`src/hdl/u8u16_pkg.sv`:
```
// Shared types and constants of the UTF-8 to UTF-16 transcoder.
package u8u16_pkg;

    localparam int QUEUE_DEPTH = 2;

    localparam logic [15:0] UNIT_REPL      = 16'hFFFD;
    localparam logic [15:0] UNIT_NUL       = 16'h0000;
    localparam logic [15:0] SURR_HIGH_BASE = 16'hD800;
    localparam logic [15:0] SURR_LOW_BASE  = 16'hDC00;
    localparam logic [20:0] POINT_PLANE1   = 21'h010000;
    localparam logic [20:0] POINT_MIN3     = 21'h000800;
    localparam logic [20:0] POINT_SURR_LO  = 21'h00D800;
    localparam logic [20:0] POINT_SURR_END = 21'h00E000;
    localparam logic [20:0] POINT_MAX      = 21'h10FFFF;

    // continuation counts announced by a lead byte
    localparam logic [1:0] SEQ_NONE  = 2'd0;
    localparam logic [1:0] SEQ_TWO   = 2'd1;
    localparam logic [1:0] SEQ_THREE = 2'd2;
    localparam logic [1:0] SEQ_FOUR  = 2'd3;

    // one queued request: one or two code units produced by one input byte
    typedef struct packed {
        logic [15:0] unit0;
        logic [15:0] unit1;
        logic        pair;
    } unit_req_t;

endpackage

```
`src/hdl/utf8_to_utf16_transcoder.sv`:
```
// Top level of the UTF-8 to UTF-16 transcoder.
//
// Feed one UTF-8 byte per request on in_byte; the block returns UTF-16 code units on
// code_unit, with last_of_run marking the final unit caused by a byte. It accepts one
// byte every cycle while the output side keeps up: the front end decodes each byte
// combinationally and pushes a request into a short queue, and the back end drains it
// through one output register, one code unit per cycle. A four-byte sequence yields a
// surrogate pair, whose two units leave the output register one after the other; a
// NUL that ends a pending sequence yields 0xFFFD then 0x0000. A byte's first unit is
// registered in a queue slot and then in the output register. Malformed input (bad or
// overlong lead, overlong form, surrogate or out-of-range code point, bad continuation)
// gives 0xFFFD. The cfg port writes swap_reg (cfg_data); set it to 1 for big-endian
// unit order. Write it only while the block is idle; cfg_ready is always high.
module utf8_to_utf16_transcoder
    import u8u16_pkg::*;
#(
    parameter int QUEUE_SLOTS = QUEUE_DEPTH
)
(
    input  logic        clk,
    input  logic        rst_n,
    input  logic        cfg_valid,
    output logic        cfg_ready,
    input  logic        cfg_data,
    input  logic        in_valid,
    output logic        in_ready,
    input  logic [7:0]  in_byte,
    output logic        out_valid,
    input  logic        out_ready,
    output logic [15:0] code_unit,
    output logic        last_of_run
);

    logic      swap_reg;
    logic      swap_next;

    logic      push_valid;
    logic      push_ready;
    unit_req_t push_req;
    logic      pop_valid;
    logic      pop_ready;
    unit_req_t pop_req;

    // configuration: take every write request immediately
    assign cfg_ready = 1'b1;
    assign swap_next = cfg_valid ? cfg_data : swap_reg;

    always_ff @(posedge clk or negedge rst_n)
    begin
        if (!rst_n)
        begin
            swap_reg <= 1'b0;
        end
        else
        begin
            swap_reg <= swap_next;
        end
    end

    // decode bytes and hold partial code points
    u8u16_front u_front (
        .clk        (clk),
        .rst_n      (rst_n),
        .in_valid   (in_valid),
        .in_ready   (in_ready),
        .in_byte    (in_byte),
        .push_valid (push_valid),
        .push_ready (push_ready),
        .push_req   (push_req)
    );

    // decouple decode from output stalls
    u8u16_queue #(
        .DEPTH (QUEUE_SLOTS)
    ) u_queue (
        .clk        (clk),
        .rst_n      (rst_n),
        .push_valid (push_valid),
        .push_ready (push_ready),
        .push_req   (push_req),
        .pop_valid  (pop_valid),
        .pop_ready  (pop_ready),
        .pop_req    (pop_req)
    );

    // emit units, sending the two units of a pair one after the other
    u8u16_back u_back (
        .clk         (clk),
        .rst_n       (rst_n),
        .swap        (swap_reg),
        .pop_valid   (pop_valid),
        .pop_ready   (pop_ready),
        .pop_req     (pop_req),
        .out_valid   (out_valid),
        .out_ready   (out_ready),
        .code_unit   (code_unit),
        .last_of_run (last_of_run)
    );

endmodule

```
`src/hdl/u8u16_front.sv`:
```
// Front end: accepts UTF-8 bytes, tracks the pending sequence, builds unit requests.
module u8u16_front
    import u8u16_pkg::*;
(
    input  logic            clk,
    input  logic            rst_n,
    input  logic            in_valid,
    output logic            in_ready,
    input  logic [7:0]      in_byte,
    output logic            push_valid,
    input  logic            push_ready,
    output unit_req_t       push_req
);

    logic [20:0] partial_reg, partial_next;
    logic [1:0]  left_reg, left_next;
    logic [1:0]  len_reg, len_next;

    logic        fire;
    logic [20:0] acc;
    logic [20:0] offset;
    logic        bad_point;

    assign in_ready = push_ready;
    assign fire     = in_valid && push_ready;

    assign acc    = {partial_reg[14:0], in_byte[5:0]};
    assign offset = acc - POINT_PLANE1;

    assign bad_point = ((len_reg == SEQ_FOUR) && (acc < POINT_PLANE1))
                    || ((len_reg == SEQ_THREE) && (acc < POINT_MIN3))
                    || ((acc >= POINT_SURR_LO) && (acc < POINT_SURR_END))
                    || (acc > POINT_MAX);

    always_comb
    begin
        partial_next = partial_reg;
        left_next    = left_reg;
        len_next     = len_reg;
        push_valid   = 1'b0;
        push_req     = '{unit0: UNIT_REPL, unit1: UNIT_NUL, pair: 1'b0};
        if (fire)
        begin
            if (left_reg != SEQ_NONE)
            begin
                if (in_byte[7:6] != 2'b10)
                begin
                    // drop the sequence; NUL still terminates
                    partial_next = '0;
                    left_next    = SEQ_NONE;
                    len_next     = SEQ_NONE;
                    push_valid   = 1'b1;
                    push_req.pair = (in_byte == 8'h00);
                end
                else if (left_reg == SEQ_TWO)
                begin
                    partial_next = '0;
                    left_next    = SEQ_NONE;
                    len_next     = SEQ_NONE;
                    push_valid   = 1'b1;
                    if (bad_point)
                    begin
                        push_req.unit0 = UNIT_REPL;
                    end
                    else if (acc < POINT_PLANE1)
                    begin
                        push_req.unit0 = acc[15:0];
                    end
                    else
                    begin
                        push_req.unit0 = SURR_HIGH_BASE | {6'd0, offset[19:10]};
                        push_req.unit1 = SURR_LOW_BASE | {6'd0, offset[9:0]};
                        push_req.pair  = 1'b1;
                    end
                end
                else
                begin
                    partial_next = acc;
                    left_next    = left_reg - 2'd1;
                end
            end
            else if (in_byte[7] == 1'b0)
            begin
                push_valid     = 1'b1;
                push_req.unit0 = {8'd0, in_byte};
            end
            else if ((in_byte[7:5] == 3'b110) && (in_byte[4:1] != 4'd0))
            begin
                partial_next = {16'd0, in_byte[4:0]};
                left_next    = SEQ_TWO;
                len_next     = SEQ_TWO;
            end
            else if (in_byte[7:4] == 4'b1110)
            begin
                partial_next = {17'd0, in_byte[3:0]};
                left_next    = SEQ_THREE;
                len_next     = SEQ_THREE;
            end
            else if (in_byte[7:3] == 5'b11110)
            begin
                partial_next = {18'd0, in_byte[2:0]};
                left_next    = SEQ_FOUR;
                len_next     = SEQ_FOUR;
            end
            else
            begin
                // bad or overlong lead
                push_valid = 1'b1;
            end
        end
    end

    always_ff @(posedge clk or negedge rst_n)
    begin
        if (!rst_n)
        begin
            partial_reg <= '0;
            left_reg    <= SEQ_NONE;
            len_reg     <= SEQ_NONE;
        end
        else
        begin
            partial_reg <= partial_next;
            left_reg    <= left_next;
            len_reg     <= len_next;
        end
    end

endmodule

```
`src/hdl/u8u16_queue.sv`:
```
// Short request queue between the front and back ends.
module u8u16_queue
    import u8u16_pkg::*;
#(
    parameter int DEPTH = QUEUE_DEPTH
)
(
    input  logic      clk,
    input  logic      rst_n,
    input  logic      push_valid,
    output logic      push_ready,
    input  unit_req_t push_req,
    output logic      pop_valid,
    input  logic      pop_ready,
    output unit_req_t pop_req
);

    localparam int PTR_W = (DEPTH > 1) ? $clog2(DEPTH) : 1;
    localparam int CNT_W = $clog2(DEPTH + 1);

    unit_req_t  slot_reg [DEPTH];
    logic [PTR_W-1:0] wr_ptr_reg, wr_ptr_next;
    logic [PTR_W-1:0] rd_ptr_reg, rd_ptr_next;
    logic [CNT_W-1:0] count_reg, count_next;

    logic do_push;
    logic do_pop;

    assign push_ready = (count_reg != CNT_W'(DEPTH));
    assign pop_valid  = (count_reg != '0);
    assign pop_req    = slot_reg[rd_ptr_reg];

    assign do_push = push_valid && push_ready;
    assign do_pop  = pop_valid && pop_ready;

    always_comb
    begin
        wr_ptr_next = wr_ptr_reg;
        rd_ptr_next = rd_ptr_reg;
        count_next  = count_reg;
        if (do_push)
        begin
            wr_ptr_next = (wr_ptr_reg == PTR_W'(DEPTH - 1)) ? '0 : wr_ptr_reg + 1'b1;
        end
        if (do_pop)
        begin
            rd_ptr_next = (rd_ptr_reg == PTR_W'(DEPTH - 1)) ? '0 : rd_ptr_reg + 1'b1;
        end
        if (do_push && !do_pop)
        begin
            count_next = count_reg + 1'b1;
        end
        else if (do_pop && !do_push)
        begin
            count_next = count_reg - 1'b1;
        end
    end

    always_ff @(posedge clk)
    begin
        if (do_push)
        begin
            slot_reg[wr_ptr_reg] <= push_req;
        end
    end

    always_ff @(posedge clk or negedge rst_n)
    begin
        if (!rst_n)
        begin
            wr_ptr_reg <= '0;
            rd_ptr_reg <= '0;
            count_reg  <= '0;
        end
        else
        begin
            wr_ptr_reg <= wr_ptr_next;
            rd_ptr_reg <= rd_ptr_next;
            count_reg  <= count_next;
        end
    end

endmodule

```
`src/hdl/u8u16_back.sv`:
```
// Back end: emits the queued code units one per cycle through an output register while out_ready keeps up.
module u8u16_back
    import u8u16_pkg::*;
(
    input  logic        clk,
    input  logic        rst_n,
    input  logic        swap,
    input  logic        pop_valid,
    output logic        pop_ready,
    input  unit_req_t   pop_req,
    output logic        out_valid,
    input  logic        out_ready,
    output logic [15:0] code_unit,
    output logic        last_of_run
);

    logic        valid_reg, valid_next;
    logic        second_reg, second_next;
    logic [15:0] unit_reg, unit_next;
    logic        last_reg, last_next;
    logic [15:0] held_reg, held_next;

    logic        load;
    logic [15:0] pick;

    assign load      = !valid_reg || out_ready;
    assign pop_ready = load && !second_reg;

    always_comb
    begin
        valid_next  = valid_reg;
        second_next = second_reg;
        unit_next   = unit_reg;
        last_next   = last_reg;
        held_next   = held_reg;
        pick        = pop_req.unit0;
        if (load)
        begin
            if (second_reg)
            begin
                // second unit of a pair (low surrogate, or 0x0000 after 0xFFFD)
                valid_next  = 1'b1;
                second_next = 1'b0;
                pick        = held_reg;
                last_next   = 1'b1;
                unit_next   = swap ? {pick[7:0], pick[15:8]} : pick;
            end
            else if (pop_valid)
            begin
                valid_next  = 1'b1;
                second_next = pop_req.pair;
                held_next   = pop_req.unit1;
                pick        = pop_req.unit0;
                last_next   = !pop_req.pair;
                unit_next   = swap ? {pick[7:0], pick[15:8]} : pick;
            end
            else
            begin
                valid_next = 1'b0;
            end
        end
    end

    always_ff @(posedge clk or negedge rst_n)
    begin
        if (!rst_n)
        begin
            valid_reg  <= 1'b0;
            second_reg <= 1'b0;
        end
        else
        begin
            valid_reg  <= valid_next;
            second_reg <= second_next;
        end
    end

    always_ff @(posedge clk)
    begin
        unit_reg <= unit_next;
        last_reg <= last_next;
        held_reg <= held_next;
    end

    assign out_valid   = valid_reg;
    assign code_unit   = unit_reg;
    assign last_of_run = last_reg;

endmodule
```
`config.mk`:
```
export PLATFORM = sky130hd
export DESIGN_NAME = utf8_to_utf16_transcoder
export DESIGN_NICKNAME = d
export VERILOG_FILES = /design/src/hdl/u8u16_pkg.sv /design/src/hdl/utf8_to_utf16_transcoder.sv /design/src/hdl/u8u16_front.sv /design/src/hdl/u8u16_queue.sv /design/src/hdl/u8u16_back.sv
export SDC_FILE = /design/constraint.sdc
export NUM_CORES = 1
export LEC_CHECK = 0
export BUFFER_PORTS_ARGS = -buffer_cell sky130_fd_sc_hd__buf_2
export CAP_MARGIN = 10
export CORE_ASPECT_RATIO = 1.4
export CORE_MARGIN = 4
export CORE_UTILIZATION = 55
export DETAILED_ROUTE_END_ITERATION = 10
export HOLD_SLACK_MARGIN = 0.15
export PLACE_DENSITY = 0.74
export SYNTH_ARGS = -nofsm -noshare
export SYNTH_HDL_FRONTEND = slang
export SYNTH_SLANG_ARGS = --single-unit
```
`constraint.sdc`:
```
create_clock -name clk -period 5.5 [get_ports clk]
set_input_delay 1.375 -clock clk [delete_from_list [all_inputs] [get_ports clk]]
set_output_delay 1.375 -clock clk [all_outputs]
set_load 0.05 [all_outputs]
```
Word level (Yosys, flattened, before mapping)
Memories as Yosys holds them, arrays and structs flattened. Cells that the tools add are included. W data, S select, Z words.

$add $sub $neg: 6. Muxes and demuxes: 51. Bitwise operators: 1. Reduce and logical (&&, ||, !) cells: 31. Magnitude comparators: 5. Eq/ne operators: 9.

Operators by type and width (count): $mux W16 (8); $mux W15 (7); $mux W33 (2); $mux W17 (3); $mux W32 (1); $mux W2 (12); $ge A21 B16 Y1 const B (1); $gt A21 B21 Y1 const B (1); $lt A21 B12 Y1 const B (1); $lt A21 B16 Y1 const B (1); $lt A21 B17 Y1 const B (1); $sub A20 B17 Y20 const B (1); $mux W1 (18); $logic_and A1 B1 Y1 (10); $reduce_bool A2 Y1 (5); $logic_not A8 Y1 (1); $reduce_bool A4 Y1 (2); $reduce_and A3 Y1 (2); $eq A5 B5 Y1 const B (1); $logic_not A1 Y1 (5); $eq A2 B2 Y1 const B (2); $eq A4 B4 Y1 const B (1); $logic_or A1 B1 Y1 (4); $ne A2 B2 Y1 const B (2); 9 further kinds (11).

Input port bits: 14. RAM bits: 66. Register bits: 59. Logic and storage cells: 116. Memories: 1. Output and inout port bits: 20.

Memory list: u_queue.slot_reg (depth 2, width 33, rd ports 1, clocked after Yosys merged registers in 0, wr ports 1, RTL line u8u16_queue.sv:21) `unit_req_t slot_reg [DEPTH];`.

Depth between registers and ports, before layout
Word-level depth: 12. Depth in mapped cells: 9. Gate-level depth less buffers: 8.

Hierarchy
From an unflattened synthesis, not the netlist that was laid out.

Cells, all modules: 391. Area, all modules: 5844.4 um^2.

By module, submodules not included: u8u16_queue (cells an instance 121, times used 1, sequential area each 2082.0 um^2, area an instance 2727.6 um^2); u8u16_back (cells an instance 65, times used 1, sequential area each 1041.0 um^2, area an instance 1539.0 um^2); u8u16_front (cells an instance 201, times used 1, sequential area each 475.5 um^2, area an instance 1526.5 um^2); utf8_to_utf16_transcoder (cells an instance 4, times used 1, sequential area each 25.0 um^2, area an instance 51.3 um^2).

Worst setup path after synthesis
No wires, ideal clock.

Path type: in2reg. Start point: input in_byte[1]. End point: memory u_queue.slot_reg[0][0] (netlist bit), enable pin. Buffers on the path: 0. Stages: 5. Arrival: 3643 ps. Path slack: 1441 ps. Setup time: 416 ps. Data required time: 5084 ps. Cell sequence: nor4_1 -> or3_1 -> nand2_1 -> a211oi_1 -> nor2b_1.

Word-level cells in the longest chain between the ends: 9.

RTL lines: start: declaration (RTL line utf8_to_utf16_transcoder.sv:27) `input logic [7:0] in_byte,`; $reduce_bool A4 Y1 (RTL line u8u16_front.sv:87) `else if ((in_byte[7:5] == 3'b110) && (in_byte[4:1] != 4'd0))`; $logic_and A1 B1 Y1 (RTL line u8u16_front.sv:87); $mux W1 (RTL line u8u16_front.sv:87); $mux W1 (RTL line u8u16_front.sv:82) `else if (in_byte[7] == 1'b0)`; $mux W1 (RTL line u8u16_front.sv:44) `if (left_reg != SEQ_NONE)`; $mux W1 (RTL line u8u16_front.sv:42) `if (fire)`; $logic_and A1 B1 Y1 (RTL line u8u16_queue.sv:33) `assign do_push = push_valid && push_ready;`; via u_queue.do_push (RTL line u8u16_queue.sv:26) `logic do_push;`; $mux W1 (RTL line u8u16_queue.sv:61) `if (do_push)`; $mux W1 (not written as such) (RTL line u8u16_queue.sv:63) `slot_reg[wr_ptr_reg] <= push_req;`; end: declaration (RTL line u8u16_queue.sv:21).

The timed path passes the listed nets, and every way through them passes these cells.

Worst setup path after layout
Start point: input in_byte[1]. End point: memory u_queue.slot_reg[0][1] (netlist bit), enable pin.

The elaborated chain is that of the path after synthesis.

==> summary.md <==
| Metric | Value |
|---|---|
| Unique masters post-synth | `48` |
| Final Cell Area | `5620 um2` |
| DIE WIDTH | `89.0 um` |
| Sink of the worst hold path | `u_front.left_reg[1]$_DFFE_PN0P_` |
| DRC | `0` |
| Synth Area per Inst | `between 10 and 15 um2` |
| Hold_buf cts | `0` |
| Largest net degree at the start of global routing | `39` |
| EDFF count, synth | `84` |
| Ant diodes | `0` |
| Core area | `~9000 um2` |
| Final period util | `0.588` |
| # IOs | `34` |
| Logic pwr share | `0.357` |
| Req. time, crit path | `5.50 ns` |
| Multi-input gate area | `~1700 um2` |
| Clk sinks | `110` |
| Critical path class | `in2reg` |
| Tot GR Track Use | `0.195` |
| Most frequent cells in the layout | `edfxtp_1, nand2_1, o21ai_0, buf_2` |
| Max Cap Violations | `0` |
| Worst Skew | `0.00799 ns` |
| Worst Hold Launch | `u_front.left_reg[1]$_DFFE_PN0P_` |
| Final hold viol count | `0` |
| Setup Viol. Count Final | `0` |
| R2R cell count | `6` |
| Layout filler cell count | `679` |
| DR vias | `3138` |
| Gr ovfl total | `0` |
| Slew @ Worst Pin | `1.18 ns` |
| ANT nets after route | `0` |
| Worst Hold Class | `reg2reg` |
| Layout area overhead | `11.2%` |
| Die area | `between 10000 and 15000 um2` |
| First-pass GRT wire length | `15600 um` |
| Min Tclk post-route | `roughly 3.2 ns` |
| Post-DP HPWL | `6960 um` |
| R2r setup slk | `between 2 and 3 ns` |
| Final slew viol count | `0` |
| Worst r2r src | `u_front.left_reg[0]$_DFFE_PN0P_` |
| Max FFs per register | `56` |
| Sw Share | `0.369` |
| Nets@finish | `427` |
| Commonest non-fill, non-tap cell in the layout | `edfxtp_1` |
| Status | `complete, no violations` |
| Area of the mapped netlist | `slightly above 5000 um2` |
| Internal power | `0.00199 W` |
| Share of layout cells above drive strength 1 | `0.252` |
| Routed wire per std cell | `18.6 um` |
| Worst Hold Depth | `2` |
| Final wirelength | `9650 um` |
| CTS max path bufs | `2` |
| Register area share after synthesis | `0.628` |
| Leak pwr | `roughly 2 nW` |
| Sequential Power Share | `0.444` |
| Clock Latency Late Sink | `0.34 ns` |
| RePlAce Congestion | `0.937` |
| Startpoint types | `input port` |
| PortBufs | `32` |
| Crit Path Max Fanout | `28` |
| Worst Path Arrival | `3.24 ns` |
| H-tree levels | `3` |
| Max Freq | `a little over 0.3 GHz` |
| Std cell rows | `41` |
| Synth Net Count | `394` |
| Max-slew headroom | `0.211` |
| Reg clk slew, reported paths | `0.07 ns` |
| Cell chosen for the clock root | `clkbuf_16` |
| RSZ-0062 raised after global routing | `no` |
| Mapped Cells | `between 300 and 400` |
| Initial antenna violation count | `0` |
| TritonCTS buffer count | `9` |
| CTS tree | `done` |
| Post-CTS setup buffers | `0` |
| Net Sw Power | `0.00117 W` |
| Worst vdd ir | `0.435 mV` |
| Placement Cell Area | `roughly 5300 um2` |
| Initial DRC count | `~270` |
| Crit path capture type | `flip-flop` |
| Clk pwr share | `0.200` |
| # resized after CTS | `0` |
| Setup TNS | `0 ns` |
| YS warnings | `0` |
| Starting Density | `0.563` |
| Die Y | `121 um` |
| Async set-reset flop share out of synthesis | `0.236` |
| Number of global-route vias before repair | `roughly 3200` |
| R2R Path End | `u_queue.slot_reg[0][19]$_DFFE_PP_` |
| DR vias/cell | `roughly 6` |
| Seq cells post-synth | `110` |
| DRT Pass-1 Iters | `4` |
| PD cells | `562 nW/um2` |
| Reg area | `roughly 3200 um2` |
| Top FF cell, synth | `edfxtp_1` |
==> per-layer routing <==
layer  GRT usage  routed length [um]
met5           0                   0
met4       0.103                 349
met3      0.0340                 390
met2       0.336                5190
met1       0.228                3720
==> synth_stat cells (2+ instances only) <==
cell type	n	area, um2
a32oi_1	5	43.8
xnor2_1	2	17.5
o31ai_1	2	15.0
a21oi_1	7	35.0
a211oi_1	2	15.0
nor3_2	6	60.1
clkbuf_1	13	48.8
or4_1	2	15.0
edfxtp_1	84	2520
dfrtp_1	26	651
mux4_2	16	360
or3_1	3	18.8
xor2_1	4	35.0
nand2_1	42	158
nor3_1	8	40.0
a2111oi_0	2	17.5
ha_1	5	62.6
mux2i_1	2	20.0
a21boi_0	2	15.0
and3_1	4	25.0
a31oi_1	2	12.5
inv_1	22	82.6
mux2_2	26	293
o21ai_0	33	165
nor4_1	3	18.8
nand3_1	6	30.0
nor2_1	18	67.6
nor2b_1	3	18.8
nand4_1	2	12.5
and2_1	3	18.8
nand2b_1	2	12.5
nand3b_1	2	15.0
==> stage by stage <==
step | utilization | setup slack (ns) | total power [W] | cells | hold slack [ns]
2_1_floorplan | - | 1.44 | 0.00226 | 375 | 0.450
3_3_place_gp | 0.594 | 1.94 | 0.00250 | 504 | 0.465
3_5_place_dp | 0.594 | 1.93 | 0.00255 | 504 | 0.492
4_1_cts | 0.626 | 2.26 | 0.00318 | 520 | 0.507
5_1_grt | 0.626 | 2.05 | 0.00334 | 520 | 0.534
6_report | 0.626 | 2.27 | 0.00316 | 520 | 0.499
==> kinds of logic after synthesis <==
logic type                 share of synthesized area
and+or+nand+nor                                0.109
other                                       0.000742
muxes                                          0.133
AOI/OAI and AO/OA                             0.0784
DFF                                            0.628
adders and majority gates                     0.0124
buffers and inverters                         0.0282
xor gates and xnor gates                      0.0104
==> layout make-up <==
| type | count | area share |
|---|---|---|
| timing repair buffer | 37 | 0.0352 |
| multi-input combinational | 228 | 0.310 |
| tap | 107 | 0.0238 |
| clock inverter | 4 | 0.00445 |
| clock buffer | 12 | 0.0476 |
| sequential | 110 | 0.564 |
| inverter | 22 | 0.0147 |
==> power groups by stage <==
stage | Sequential, W | Combinational [W] | Clock (W)
finish | 0.00140 | 0.00113 | 0.000631
global route | 0.00143 | 0.00123 | 0.000678
CTS | 0.00140 | 0.00114 | 0.000645
detailed placement | 0.00142 | 0.00113 | 0
global placement | 0.00140 | 0.00111 | 0
floorplan | 0.00158 | 0.000678 | 0
==> worst max-delay path, stage by stage <==
cell and delay [ns]:
buf_2 0.14, nor4_1 0.35, or3_1 0.21, nand2_1 0.07
a211oi_1 0.50, nor2b_2 0.23, buf_4 0.35
==> worst max path at each step <==
stage | startpoint | to | slack [ns] | depth (start not counted)
after floorplan | in_byte[1] | u_queue.slot_reg[0][0]$_DFFE_PP_ | 1.44 | 5
after global placement | in_byte[1] | u_queue.slot_reg[0][1]$_DFFE_PP_ | 1.94 | 7
after detailed placement | in_byte[1] | u_queue.slot_reg[0][19]$_DFFE_PP_ | 1.93 | 7
after CTS | in_byte[1] | u_queue.slot_reg[0][1]$_DFFE_PP_ | 2.26 | 7
after global routing | in_byte[5] | u_queue.slot_reg[0][27]$_DFFE_PP_ | 2.05 | 6
final | in_byte[1] | u_queue.slot_reg[0][1]$_DFFE_PP_ | 2.27 | 7
(Power assumes the default switching activity.)
